### src/rtl/cmcrc_pkg.sv
// cmcrc_pkg: shared constants and helper functions for the msb-first crc unit
// no dependencies; imported by configurable_msb_first_crc_unit and tb_top
package cmcrc_pkg;

  // width mode codes
  localparam logic [1:0] MODE_CRC8  = 2'd0;
  localparam logic [1:0] MODE_CRC16 = 2'd1;
  localparam logic [1:0] MODE_CRC32 = 2'd2;

  // configuration register indexes
  localparam logic [1:0] REG_WIDTH_MODE = 2'd0;
  localparam logic [1:0] REG_POLY       = 2'd1;
  localparam logic [1:0] REG_INIT       = 2'd2;
  localparam logic [1:0] REG_FINAL_XOR  = 2'd3;

  // reset values of the configuration registers
  localparam logic [1:0]  RESET_WIDTH_MODE = MODE_CRC32;
  localparam logic [31:0] RESET_POLY       = 32'h04C1_1DB7;
  localparam logic [31:0] RESET_INIT       = 32'hFFFF_FFFF;
  localparam logic [31:0] RESET_FINAL_XOR  = 32'hFFFF_FFFF;

  localparam int unsigned CRC_BITS  = 32;
  localparam int unsigned BYTE_BITS = 8;

  // mask of the active crc width; the unused mode code acts as 32 bits
  function automatic logic [CRC_BITS-1:0] crc_mask(input logic [1:0] mode);
    logic [CRC_BITS-1:0] m;
    case (mode)
      MODE_CRC8:  m = 32'h0000_00FF;
      MODE_CRC16: m = 32'h0000_FFFF;
      default:    m = 32'hFFFF_FFFF;
    endcase
    return m;
  endfunction

  // one byte of msb-first polynomial division, eight xor-shift steps
  function automatic logic [CRC_BITS-1:0] crc_absorb(
    input logic [CRC_BITS-1:0]  rem_in,
    input logic [BYTE_BITS-1:0] data,
    input logic [1:0]           mode,
    input logic [CRC_BITS-1:0]  poly
  );
    logic [CRC_BITS-1:0] mask;
    logic [CRC_BITS-1:0] poly_m;
    logic [CRC_BITS-1:0] rem;
    logic                top;
    mask   = crc_mask(mode);
    poly_m = poly & mask;
    // align the byte under the top of the remainder
    case (mode)
      MODE_CRC8:  rem = rem_in ^ {24'h0, data};
      MODE_CRC16: rem = rem_in ^ {16'h0, data, 8'h0};
      default:    rem = rem_in ^ {data, 24'h0};
    endcase
    rem = rem & mask;
    for (int k = 0; k < BYTE_BITS; k++) begin
      case (mode)
        MODE_CRC8:  top = rem[7];
        MODE_CRC16: top = rem[15];
        default:    top = rem[31];
      endcase
      if (top) begin
        rem = ({rem[CRC_BITS-2:0], 1'b0} ^ poly_m) & mask;
      end else begin
        rem = {rem[CRC_BITS-2:0], 1'b0} & mask;
      end
    end
    return rem;
  endfunction

endpackage

### src/rtl/configurable_msb_first_crc_unit.sv
// configurable_msb_first_crc_unit: byte-wise msb-first crc engine, 8/16/32 bits
// depends on cmcrc_pkg for mode codes, register indexes and the byte-division function
//
// Takes one message byte per clock while in_stall is low, returns one result per byte.
// The path is an input register, then the eight division steps of one byte and the
// final xor in a single pass of logic, then the result register. The running
// remainder is the one loop, so each byte completes in that one pass and bytes stream
// at one per clock as long as the output side does not stall. first_byte reloads the
// initial value before the byte; crc_match is set only on a last byte whose crc
// equals the full 32-bit expected_crc. Any configuration write also restarts the
// remainder from the initial value at the new width. Write configuration only while
// no byte is in flight; cfg_ready is always high.
module configurable_msb_first_crc_unit
  import cmcrc_pkg::*;
(
  input  logic        clk,
  input  logic        rst,
  // configuration write channel
  input  logic        cfg_valid,
  output logic        cfg_ready,
  input  logic [1:0]  cfg_index,
  input  logic [31:0] cfg_data,
  // input byte channel
  input  logic        in_valid,
  output logic        in_stall,
  input  logic [7:0]  data_byte,
  input  logic        first_byte,
  input  logic        last_byte,
  input  logic [31:0] expected_crc,
  // result channel
  output logic        out_valid,
  input  logic        out_stall,
  output logic [31:0] crc_value,
  output logic        is_last,
  output logic        crc_match
);

  // configuration registers and running remainder
  logic [1:0]  width_mode;
  logic [31:0] poly;
  logic [31:0] init_value;
  logic [31:0] final_xor;
  logic [31:0] crc_register;

  logic [1:0]  width_mode_next;
  logic [31:0] poly_next;
  logic [31:0] init_value_next;
  logic [31:0] final_xor_next;

  // input stage
  logic        s1_valid;
  logic [7:0]  s1_data;
  logic        s1_first;
  logic        s1_last;
  logic [31:0] s1_expected;

  logic        cfg_fire;
  logic        in_fire;
  logic        s1_fire;
  logic        out_fire;

  logic [31:0] cur_mask;
  logic [31:0] rem_start;
  logic [31:0] rem_new;
  logic [31:0] value;

  assign cfg_ready = 1'b1;
  assign cfg_fire  = cfg_valid && cfg_ready;
  assign out_fire  = out_valid && !out_stall;
  // input stage moves on when the result register is free or being emptied
  assign s1_fire   = s1_valid && (!out_valid || !out_stall);
  assign in_stall  = s1_valid && !s1_fire;
  assign in_fire   = in_valid && !in_stall;

  // configuration write decode
  always_comb begin
    width_mode_next = width_mode;
    poly_next       = poly;
    init_value_next = init_value;
    final_xor_next  = final_xor;
    case (cfg_index)
      REG_WIDTH_MODE: width_mode_next = cfg_data[1:0];
      REG_POLY:       poly_next       = cfg_data;
      REG_INIT:       init_value_next = cfg_data;
      REG_FINAL_XOR:  final_xor_next  = cfg_data;
      default:        width_mode_next = width_mode;
    endcase
  end

  // one byte of division plus the output xor
  always_comb begin
    cur_mask  = crc_mask(width_mode);
    rem_start = s1_first ? (init_value & cur_mask) : (crc_register & cur_mask);
    rem_new   = crc_absorb(rem_start, s1_data, width_mode, poly);
    value     = (rem_new ^ final_xor) & cur_mask;
  end

  // configuration and remainder
  always_ff @(posedge clk) begin
    if (rst) begin
      width_mode   <= RESET_WIDTH_MODE;
      poly         <= RESET_POLY;
      init_value   <= RESET_INIT;
      final_xor    <= RESET_FINAL_XOR;
      crc_register <= RESET_INIT & crc_mask(RESET_WIDTH_MODE);
    end else if (cfg_fire) begin
      width_mode   <= width_mode_next;
      poly         <= poly_next;
      init_value   <= init_value_next;
      final_xor    <= final_xor_next;
      crc_register <= init_value_next & crc_mask(width_mode_next);
    end else if (s1_fire) begin
      crc_register <= rem_new;
    end
  end

  // input register
  always_ff @(posedge clk) begin
    if (rst) begin
      s1_valid <= 1'b0;
    end else if (in_fire) begin
      s1_valid <= 1'b1;
    end else if (s1_fire) begin
      s1_valid <= 1'b0;
    end
  end

  always_ff @(posedge clk) begin
    if (in_fire) begin
      s1_data     <= data_byte;
      s1_first    <= first_byte;
      s1_last     <= last_byte;
      s1_expected <= expected_crc;
    end
  end

  // result register
  always_ff @(posedge clk) begin
    if (rst) begin
      out_valid <= 1'b0;
    end else if (s1_fire) begin
      out_valid <= 1'b1;
    end else if (out_fire) begin
      out_valid <= 1'b0;
    end
  end

  always_ff @(posedge clk) begin
    if (s1_fire) begin
      crc_value <= value;
      is_last   <= s1_last;
      crc_match <= s1_last && (value == s1_expected);
    end
  end

  // remainder never carries bits above the active width
  a_rem_masked: assert property (@(posedge clk) disable iff (rst)
    (crc_register & ~crc_mask(width_mode)) == 32'h0)
    else $error("crc remainder has bits above the crc width");

  // a match is only reported on a last byte
  a_match_last: assert property (@(posedge clk) disable iff (rst)
    out_valid && crc_match |-> is_last)
    else $error("crc match flagged on a byte that is not last");

  // a held byte in the input stage is not dropped
  a_s1_hold: assert property (@(posedge clk) disable iff (rst)
    s1_valid && !s1_fire |=> s1_valid)
    else $error("input stage lost a byte while stalled");

  // an empty input stage never stalls the sender
  a_no_idle_stall: assert property (@(posedge clk) disable iff (rst)
    !s1_valid |-> !in_stall)
    else $error("input stalled while the input stage is empty");

endmodule

### config.mk
export PLATFORM = sky130hd
export DESIGN_NAME = configurable_msb_first_crc_unit
export DESIGN_NICKNAME = d
export VERILOG_FILES = /design/src/rtl/cmcrc_pkg.sv /design/src/rtl/configurable_msb_first_crc_unit.sv
export SDC_FILE = /design/constraint.sdc
export NUM_CORES = 1
export LEC_CHECK = 0
export BUFFER_PORTS_ARGS = -buffer_cell sky130_fd_sc_hd__buf_2
export CORE_UTILIZATION = 25
export CTS_CLUSTER_DIAMETER = 30
export DETAILED_ROUTE_END_ITERATION = 16
export REMOVE_ABC_BUFFERS = 1
export SLEW_MARGIN = 30
export SYNTH_ARGS = -nofsm -noshare
export SYNTH_HDL_FRONTEND = slang
export SYNTH_SLANG_ARGS = --single-unit
export TNS_END_PERCENT = 20
### constraint.sdc
create_clock -name clk -period 7.1 [get_ports clk]
set_input_delay 1.065 -clock clk [delete_from_list [all_inputs] [get_ports clk]]
set_output_delay 1.065 -clock clk [all_outputs]
set_load 0.02 [all_outputs]
==> results of run 1 <==
## through the flow
step	utilization (%)	instance area, sq um	worst slack (ps)	total power (uW)
after global routing	33.9	20500	-3.09	8850
after global placement	29.6	18000	-383	5500
final	33.9	20500	271	8450
after floorplan	-	14800	-1240	3820
after CTS	33.2	20100	3.39	8270
after detailed placement	29.6	18000	-406	5510
## worst paths after layout
check / endpoint / slack [ps] / cells past startpoint / startpoint
hold / removal: crc_register[1]$_SDFFE_PP1P_ / 460 / 1 / crc_register[1]$_SDFFE_PP1P_
setup reg to reg: crc_match$_DFFE_PP_ / 270 / 27 / s1_first$_DFFE_PP_
setup / recovery: crc_match$_DFFE_PP_ / 270 / 27 / s1_first$_DFFE_PP_
hold reg to reg: crc_register[1]$_SDFFE_PP1P_ / 460 / 1 / crc_register[1]$_SDFFE_PP1P_
## cells in the final DEF (no fill, tap or decap), drive strengths merged, types with 18 or more instances in the layout
| cell type | instances |
|---|---|
| a211o | 18 |
| a21oi | 68 |
| a31oi | 19 |
| and3 | 28 |
| buf | 342 |
| clkbuf | 72 |
| clkinv | 20 |
| dfxtp | 132 |
| edfxtp | 76 |
| inv | 30 |
| mux2i | 66 |
| nand2 | 443 |
| nand2b | 35 |
| nand3 | 47 |
| nand3b | 76 |
| nand4 | 25 |
| nor2 | 77 |
| nor3 | 23 |
| o21ai | 53 |
| xnor2 | 217 |
| xor2 | 79 |
## kinds of logic (layout without fill, tap and decap cells)
kind of cell | after synthesis | in the layout | share of synthesized area (%)
AND/OR/NAND/NOR | 843 | 843 | 27.1
XOR/XNOR | 310 | 310 | 19.2
flip-flops | 208 | 208 | 32.0
other | 1 | 1 | 0.0244
buffers and inverters | 170 | 478 | 4.65
multiplexers | 75 | 75 | 5.24
AO/OA/AOI/OAI | 260 | 260 | 11.7
## metal layers
layer,global-route usage [%],wire length [um],up-vias
met5,0,0,-
met3,3.19,4350,117
met2,32.7,29400,576
met4,7.17,2210,0
li1,-,-,6965
met1,26.3,27500,7169
## state kept, by name, indices dropped and copies added (netlist names)
signal,cells
poly,32
s1_valid,1
s1_data,8
crc_match,1
s1_expected,32
s1_first,1
crc_register,32
s1_last,1
width_mode,2
final_xor,32
crc_value,32
init_value,32
is_last,1
out_valid,1
## what timing repair did
item	in CTS	in global routing
hold buffers	0	0
pin swaps	1	15
gates resized for setup	7	53
buffers inserted	2	17
setup endpoints to repair	1	1
endpoints found under the hold margin	0	0
## area by class of cell
type	count	share of cell area [%]
flip-flops and latches	208	24.0
repair buffers	342	11.5
clock inverters	39	2.35
inverters	25	0.457
clock buffers	72	7.78
multi-input cells	1489	49.1
well taps	782	4.77
## worst register-to-register path, cell delays in order (launching register included)
cell and delay [ps]:
edfxtp_1 390, buf_4 180, mux2i_4 200, mux2_4 380, and3_4 210, mux2_4 340
or4_4 530, a211o_1 370, nand3_4 170, a21oi_1 80, mux2i_2 190, buf_4 160
a31o_4 270, a31oi_4 330, a211oi_2 170, o21ai_1 320, a21oi_4 90, buf_4 190
nor3_4 290, nand2_1 120, xnor2_1 240, buf_4 170, mux2i_2 300, buf_4 170
o21ai_0 100, nand4bb_4 290, buf_4 180, nor4_1 240
## power groups by stage
stage	registers [uW]	clock network, uW	logic, uW
detailed placement	1550	0	3960
CTS	1530	2740	4000
finish	1530	2700	4210
global route	1550	2820	4480
global placement	1550	0	3950
floorplan	1600	0	2220
==> impl_metrics.ini, run 1 <==
[die]
die_height_um = 250
die_area_sq_um = 62500
initial_utilization_pct = 25.4
rows = 90
coreArea_sq_um = 60600
io_pins = 118
die_width_um = 250

[synth]
async_flop_share_pct = 0
syn-cell-area_sq_um = 15400
synth_cells = 1867
ys_types = 96
seq_area_frac_synth_pct = 32.0
synth_top_area_cell = dfxtp_1
ys_top_cells_by_area = dfxtp_1, edfxtp_1, xnor2_1
avgSynthCellArea_sq_um = 8.23
synth_seq_cells = 208
synthMostInstantiatedCell = nand2_1
synth_ff_type = dfxtp_1
synth_edf_count = 76
yosysWarnings = 0
yosys.area.top_type_share_pct = 17.2
synth_common_cells = nand2_1, xnor2_1, dfxtp_1

[clock_network]
cts_root_buf = clkbuf_16
clk_pin_slew_ps = 50
numCtsBuffers = 59
cts_tree = done
htreeDepth = 2
cts_sinks = 208
clkLatencyLatePin_ps = 620
cts.path.max_buffers = 3

[global_routing]
antenna_found_initial = 0
grt.overflow.total = 0
grt_pass1_wl_mm = 94.2
grt_pass1_vias = 14600
grt_use_total_pct = 19.9
grt_max_degree = 89

[power]
power_frac_seq_pct = 18.2
ir_drop_uv = 214
p_leak_uw = 0.00855
power_switching_uw = 3210
clockPowerShare_pct = 32.0
switching_share_pct = 38.0
pwr-share-comb_pct = 49.8
power.internal_uw = 5230
p_per_area_nw_per_um2 = 412

[sta]
worst_pin_slew_ps = 894
layout_min_cycle_time_ps = 6830
setup_viol = 0
clock.fmax_mhz = 146
fin_crit_sh_pct = 96.2
slew_headroom_pct = 40.4
hold_violations = 0
finalClockSkew_ps = 37.1
setup_tns_ps = 0
holdWs_ps = 463
slew_violations = 0

[setup_path]
slowest_stage = or4_4
slowest_delay_ps = 530
path_delay_family = simple AND/OR/NAND/NOR gates
crit_buf_inv = 6
critical_path_arrival_ps = 7260
crit_path_end_kind = register
crit_type = register to register
critPathRequiredTime_ps = 7530
crit_path_frequent_cell = buf_4
critPathMaxFanout = 8
critPathLaunchType = register

[layout]
diodes = 0
multi_input_area_sq_um = 10100
nFillCells = 6232
syn2layout_area_growth_pct = 33.5
fin_nets = 2206
drive_gt1_share_pct = 25.2
final_cells = 2957
seq_area_sq_um = 4930

[route]
first_pass_iters = 5
vias = 14800
wire_per_inst_um = 21.5
drt-total-wl_mm = 63.4
first_iter_violations = 1370
drc_errors = 0
antenna_left = 0
vias_per_cell = 5.01

[placed_design]
portBuffers = 116
hpwlAfterDp_mm = 46.8
place.gp.congestion = 0.977
place_inst = 2827

[outcome]
run_status = finished, final reports clean

[run]
drv_cap = 0

[min_path]
hold_class = register to register
Power figures use the tool's default switching activity.
==> run 2, diff against run 1 <==
--- a/config.mk
+++ b/config.mk
@@ -7,6 +7,7 @@
 export LEC_CHECK = 0
 export BUFFER_PORTS_ARGS = -buffer_cell sky130_fd_sc_hd__buf_2
 export CORE_UTILIZATION = 25
+export CTS_BUF_LIST = sky130_fd_sc_hd__clkbuf_8
 export CTS_CLUSTER_DIAMETER = 30
 export DETAILED_ROUTE_END_ITERATION = 16
 export REMOVE_ABC_BUFFERS = 1
==> impl_metrics.ini, run 2 (same netlist as run 1, synthesis figures left out) <==
[outcome]
run_status = finished, final reports clean

[placed_design]
portBuffers = 116
hpwlAfterDp_mm = 46.8
place.gp.congestion = 0.977

[clock_network]
numCtsBuffers = 60
clk_pin_slew_ps = 50
htreeDepth = 2
cts_sinks = 208
cts_root_buf = clkbuf_8
clkLatencyLatePin_ps = 690
cts_tree = done
cts.path.max_buffers = 3
cts_hold_buf = 0

[global_routing]
grt.overflow.total = 0
grt_max_degree = 89
grt_pass1_vias = 14500
antenna_found_initial = 0
grt_use_total_pct = 19.9
grt_pass1_wl_mm = 93.8

[sta]
setup_tns_ps = 0
worst_pin_slew_ps = 913
hold_violations = 0
setup_viol = 0
finalClockSkew_ps = 53.4
holdWs_ps = 460
clock.fmax_mhz = 146
layout_min_cycle_time_ps = 6830
slew_violations = 0
fin_crit_sh_pct = 96.2
slew_headroom_pct = 39.1

[die]
coreArea_sq_um = 60600
die_width_um = 250
rows = 90
io_pins = 118
initial_utilization_pct = 25.4
die_height_um = 250
die_area_sq_um = 62500

[power]
p_per_area_nw_per_um2 = 385
switching_share_pct = 40.2
power_switching_uw = 3070
power_frac_seq_pct = 20.1
pwr-share-comb_pct = 55.2
clockPowerShare_pct = 24.7
power.internal_uw = 4560
ir_drop_uv = 169
p_leak_uw = 0.00826

[setup_path]
r2r_cells = 27
critical_path_arrival_ps = 7330
timing.rr.start = s1_first$_DFFE_PP_
critPathLaunchType = register
crit_end = crc_match$_DFFE_PP_
crit_type = register to register
critPathLaunch = s1_first$_DFFE_PP_
rr_endpoint = crc_match$_DFFE_PP_
rrSetupSlack_ps = 270
critPathMaxFanout = 8
critPathRequiredTime_ps = 7600
crit_path_end_kind = register

[layout]
syn2layout_area_growth_pct = 29.0
drive_gt1_share_pct = 25.1
fin_nets = 2206
diodes = 0
mostFrequentLayoutCell = nand2_1
layout_common_cells = nand2_1, buf_4, xnor2_1, dfxtp_1, buf_2

[route]
wire_per_inst_um = 21.4
drt-total-wl_mm = 63.4
antenna_left = 0
vias_per_cell = 5.03
drc_errors = 0
vias = 14900
first_pass_iters = 6
first_iter_violations = 1416

[min_path]
hold_class = register to register

[run]
drv_cap = 0
-- run 2: power groups by stage --
stage	sequential, uW	combinational (uW)	clock [uW]
2_1_floorplan	1600	2220	0
3_3_place_gp	1550	3950	0
3_5_place_dp	1550	3960	0
4_1_cts	1530	4000	1920
5_1_grt	1540	4490	1990
6_report	1530	4210	1880
-- run 2: worst min-delay path by stage --
stage                                              from                       endpoint  slack [ps]  depth (start not counted)
after global routing      crc_register[18]$_SDFFE_PP1P_  crc_register[18]$_SDFFE_PP1P_         480                          1
after floorplan                       s1_last$_DFFE_PP_              is_last$_DFFE_PP_         420                          0
final                      crc_register[1]$_SDFFE_PP1P_   crc_register[1]$_SDFFE_PP1P_         460                          1
after CTS                 crc_register[18]$_SDFFE_PP1P_  crc_register[18]$_SDFFE_PP1P_         460                          1
after global placement    crc_register[18]$_SDFFE_PP1P_  crc_register[18]$_SDFFE_PP1P_         440                          1
after detailed placement   crc_register[1]$_SDFFE_PP1P_   crc_register[1]$_SDFFE_PP1P_         450                          1
-- run 2: critical path, cell delays in order (launching register included) --
cell	delay [ps]
edfxtp_1	390
buf_4	180
mux2i_4	200
mux2_4	370
and3_4	210
mux2_4	340
or4_4	530
a211o_1	370
nand3_4	170
a21oi_1	80
mux2i_2	190
buf_4	150
a31o_4	260
a31oi_4	340
a211oi_2	180
o21ai_1	320
a21oi_4	90
buf_4	190
nor3_4	270
nand2_1	120
xnor2_1	250
buf_4	170
mux2i_2	300
buf_4	170
o21ai_0	100
nand4bb_4	300
buf_4	180
nor4_1	240
-- run 2: through the flow --
step / area (sq um) / power, uW / cells / util, % / setup slack [ps]
after CTS: 19400 / 7450 / 2942 / 32.0 / 5.67
after global placement: 18000 / 5500 / 2827 / 29.6 / -383
after detailed placement: 18000 / 5510 / 2827 / 29.6 / -406
after global routing: 19800 / 8020 / 2958 / 32.7 / -11.1
final: 19800 / 7630 / 2958 / 32.7 / 270
after floorplan: 14800 / 3820 / 1722 / - / -1240
-- run 2: metal layers --
| layer | vias up | share of wire [%] | track usage, % |
|---|---|---|---|
| li1 | 6965 | - | - |
| met1 | 7184 | 44 | 26.4 |
| met2 | 612 | 46 | 32.6 |
| met3 | 113 | 6.5 | 2.72 |
| met4 | 0 | 3.5 | 7.77 |
| met5 | - | 0 | 0 |
-- run 2: repair_timing --
item	CTS	global route
hold endpoints to repair	0	0
endpoints found under the setup margin	1	2
gates resized for setup	7	54
setup buffers	2	16
pin swaps	1	14
-- run 2: cell type report --
type                    count  area (sq um)
fillers                  6289         40800
clock inverters            48           495
multi-input cells        1489         10100
flip-flops and latches    208          4930
inverters                  25          93.8
repair buffers            341          2350
clock buffers              65           895
well taps                 782           978
==> run 3, diff against run 2 <==
--- a/config.mk
+++ b/config.mk
@@ -6,10 +6,13 @@
 export NUM_CORES = 1
 export LEC_CHECK = 0
 export BUFFER_PORTS_ARGS = -buffer_cell sky130_fd_sc_hd__buf_2
+export CELL_PAD_IN_SITES_DETAIL_PLACEMENT = 1
+export CELL_PAD_IN_SITES_GLOBAL_PLACEMENT = 1
 export CORE_UTILIZATION = 25
 export CTS_BUF_LIST = sky130_fd_sc_hd__clkbuf_8
 export CTS_CLUSTER_DIAMETER = 30
 export DETAILED_ROUTE_END_ITERATION = 16
+export PLACE_DENSITY_LB_ADDON = 0.1
 export REMOVE_ABC_BUFFERS = 1
 export SLEW_MARGIN = 30
 export SYNTH_ARGS = -nofsm -noshare
==> impl_metrics.ini, run 3 (same netlist as run 1, synthesis figures left out) <==
[power]
pwr-share-comb_pct = 54.7
switching_share_pct = 39.3
power_frac_seq_pct = 17.4
power.internal_uw = 5330
ir_drop_uv = 142
clockPowerShare_pct = 27.9
power_switching_uw = 3450
p_leak_uw = 0.00885
power_uw = 8780
p_per_area_nw_per_um2 = 417

[route]
vias_per_cell = 4.91
drt-total-wl_mm = 71.8
wire_per_inst_um = 23.6
first_pass_iters = 5
drc_errors = 0
vias = 14900
first_iter_violations = 767
antenna_left = 0

[global_routing]
grt_pass1_vias = 15400
grt_use_total_pct = 22.7
antenna_found_initial = 2
grt_max_degree = 85
grt_pass1_wl_mm = 104
grt.overflow.total = 0

[layout]
drive_gt1_share_pct = 29.7
layout_common_cells = nand2_1, buf_4, xnor2_1, dfxtp_1, buf_2
mostFrequentLayoutCell = nand2_1
final_util_pct = 34.8
syn2layout_area_growth_pct = 37.0
fin_nets = 2282
nFillCells = 7134
final_area_sq_um = 21100

[min_path]
hold_class = register to register
hold_start = crc_register[4]$_SDFFE_PP1P_
hold_depth = 1
min_to = crc_register[4]$_SDFFE_PP1P_

[setup_path]
path_delay_family = simple AND/OR/NAND/NOR gates
rr_endpoint = crc_match$_DFFE_PP_
crit_type = register to register
critPathLaunch = s1_first$_DFFE_PP_
slowest_stage = or4_4
critPathRequiredTime_ps = 7590
crit_path_end_kind = register
r2r_cells = 25
slowest_delay_ps = 540
crit_buf_inv = 4
critical_path_arrival_ps = 7360
timing.rr.start = s1_first$_DFFE_PP_
critPathLaunchType = register
rrSetupSlack_ps = 230
critPathMaxFanout = 6

[die]
die_area_sq_um = 62500
rows = 90
die_height_um = 250
io_pins = 118
coreArea_sq_um = 60600
die_width_um = 250
initial_utilization_pct = 25.4

[placed_design]
place_area_sq_um = 18300
place.gp.congestion = 0.893
portBuffers = 116
hpwlAfterDp_mm = 53.6

[sta]
slew_violations = 0
setup_viol = 0
finalClockSkew_ps = 47.8
worst_pin_slew_ps = 958
setup_tns_ps = 0
layout_min_cycle_time_ps = 6870
hold_violations = 0
fin_crit_sh_pct = 96.7
clock.fmax_mhz = 146
slew_headroom_pct = 36.2

[clock_network]
cts_root_buf = clkbuf_8
cts_tree = done
clkLatencyLatePin_ps = 670
cts_hold_buf = 0
cts.path.max_buffers = 3
clk_pin_slew_ps = 50
numCtsBuffers = 72
cts_sinks = 208
htreeDepth = 3

[outcome]
run_status = finished, final reports clean

[run]
drv_cap = 0
-- run 3: changes by cell type in the layout (fill, tap and decap cells not counted), sizes merged --
cell	previous run	this run
buf	341	405
bufinv	9	15
clkbuf	65	84
clkinv	20	9
clkinvlp	10	12
diode	0	1
inv	34	38
-- run 3: area by class of cell --
class	instances	area (sq um)	share of cell area, %
multi-input cells	1489	10400	49.5
flip-flops and latches	208	4930	23.4
diodes	1	2.50	0.0119
well taps	782	978	4.65
clock buffers	84	1160	5.49
repair buffers	405	2810	13.3
clock inverters	49	673	3.20
inverters	25	93.8	0.446
-- run 3: worst max-delay path by stage --
stage | to | slack, ps | depth (start not counted)
floorplan | crc_match$_DFFE_PP_ | -1240 | 21
CTS | crc_match$_DFFE_PP_ | 10 | 26
global route | crc_match$_DFFE_PP_ | -90 | 32
detailed placement | crc_match$_DFFE_PP_ | -530 | 28
finish | crc_match$_DFFE_PP_ | 230 | 25
global placement | crc_match$_DFFE_PP_ | -290 | 28
-- run 3: repair_timing --
action | in CTS | in global routing
gates resized for setup | 22 | 97
pin swaps | 6 | 35
setup endpoints to repair | 1 | 2
endpoints found under the hold margin | 0 | 0
setup buffers | 7 | 22
-- run 3: worst reg2reg max path: cells and delay by family, from the launching register on --
| family | cells | cell delay [ps] |
|---|---|---|
| XOR/XNOR | 3 | 720 |
| flip-flops | 1 | 380 |
| multiplexers | 4 | 1260 |
| AO/OA/AOI/OAI | 3 | 960 |
| buffers and inverters | 4 | 690 |
| AND/OR/NAND/NOR | 11 | 2720 |
-- run 3: per-stage QoR --
step / hold WS [ps] / worst slack (ps) / cells
after floorplan: 420 / -1240 / 1722
after global placement: 442 / -295 / 2880
after detailed placement: 451 / -528 / 2880
after CTS: 463 / 12.9 / 3020
after global routing: 478 / -87.4 / 3043
final: 460 / 231 / 3043
-- run 3: routing by layer --
layer	up-vias	wire, um	global-route usage (%)
met4	0	1970	7.84
met5	-	0	0
li1	7119	-	-
met3	84	2950	3.30
met1	7405	33400	30.3
met2	339	33500	37.1
-- run 3: power by group through the flow --
| stage | registers [uW] | logic, uW | clock network (uW) |
|---|---|---|---|
| after floorplan | 1600 | 2220 | 0 |
| final | 1520 | 4800 | 2450 |
| after global routing | 1540 | 5130 | 2580 |
| after CTS | 1530 | 4570 | 2520 |
| after detailed placement | 1550 | 4450 | 0 |
| after global placement | 1550 | 4430 | 0 |
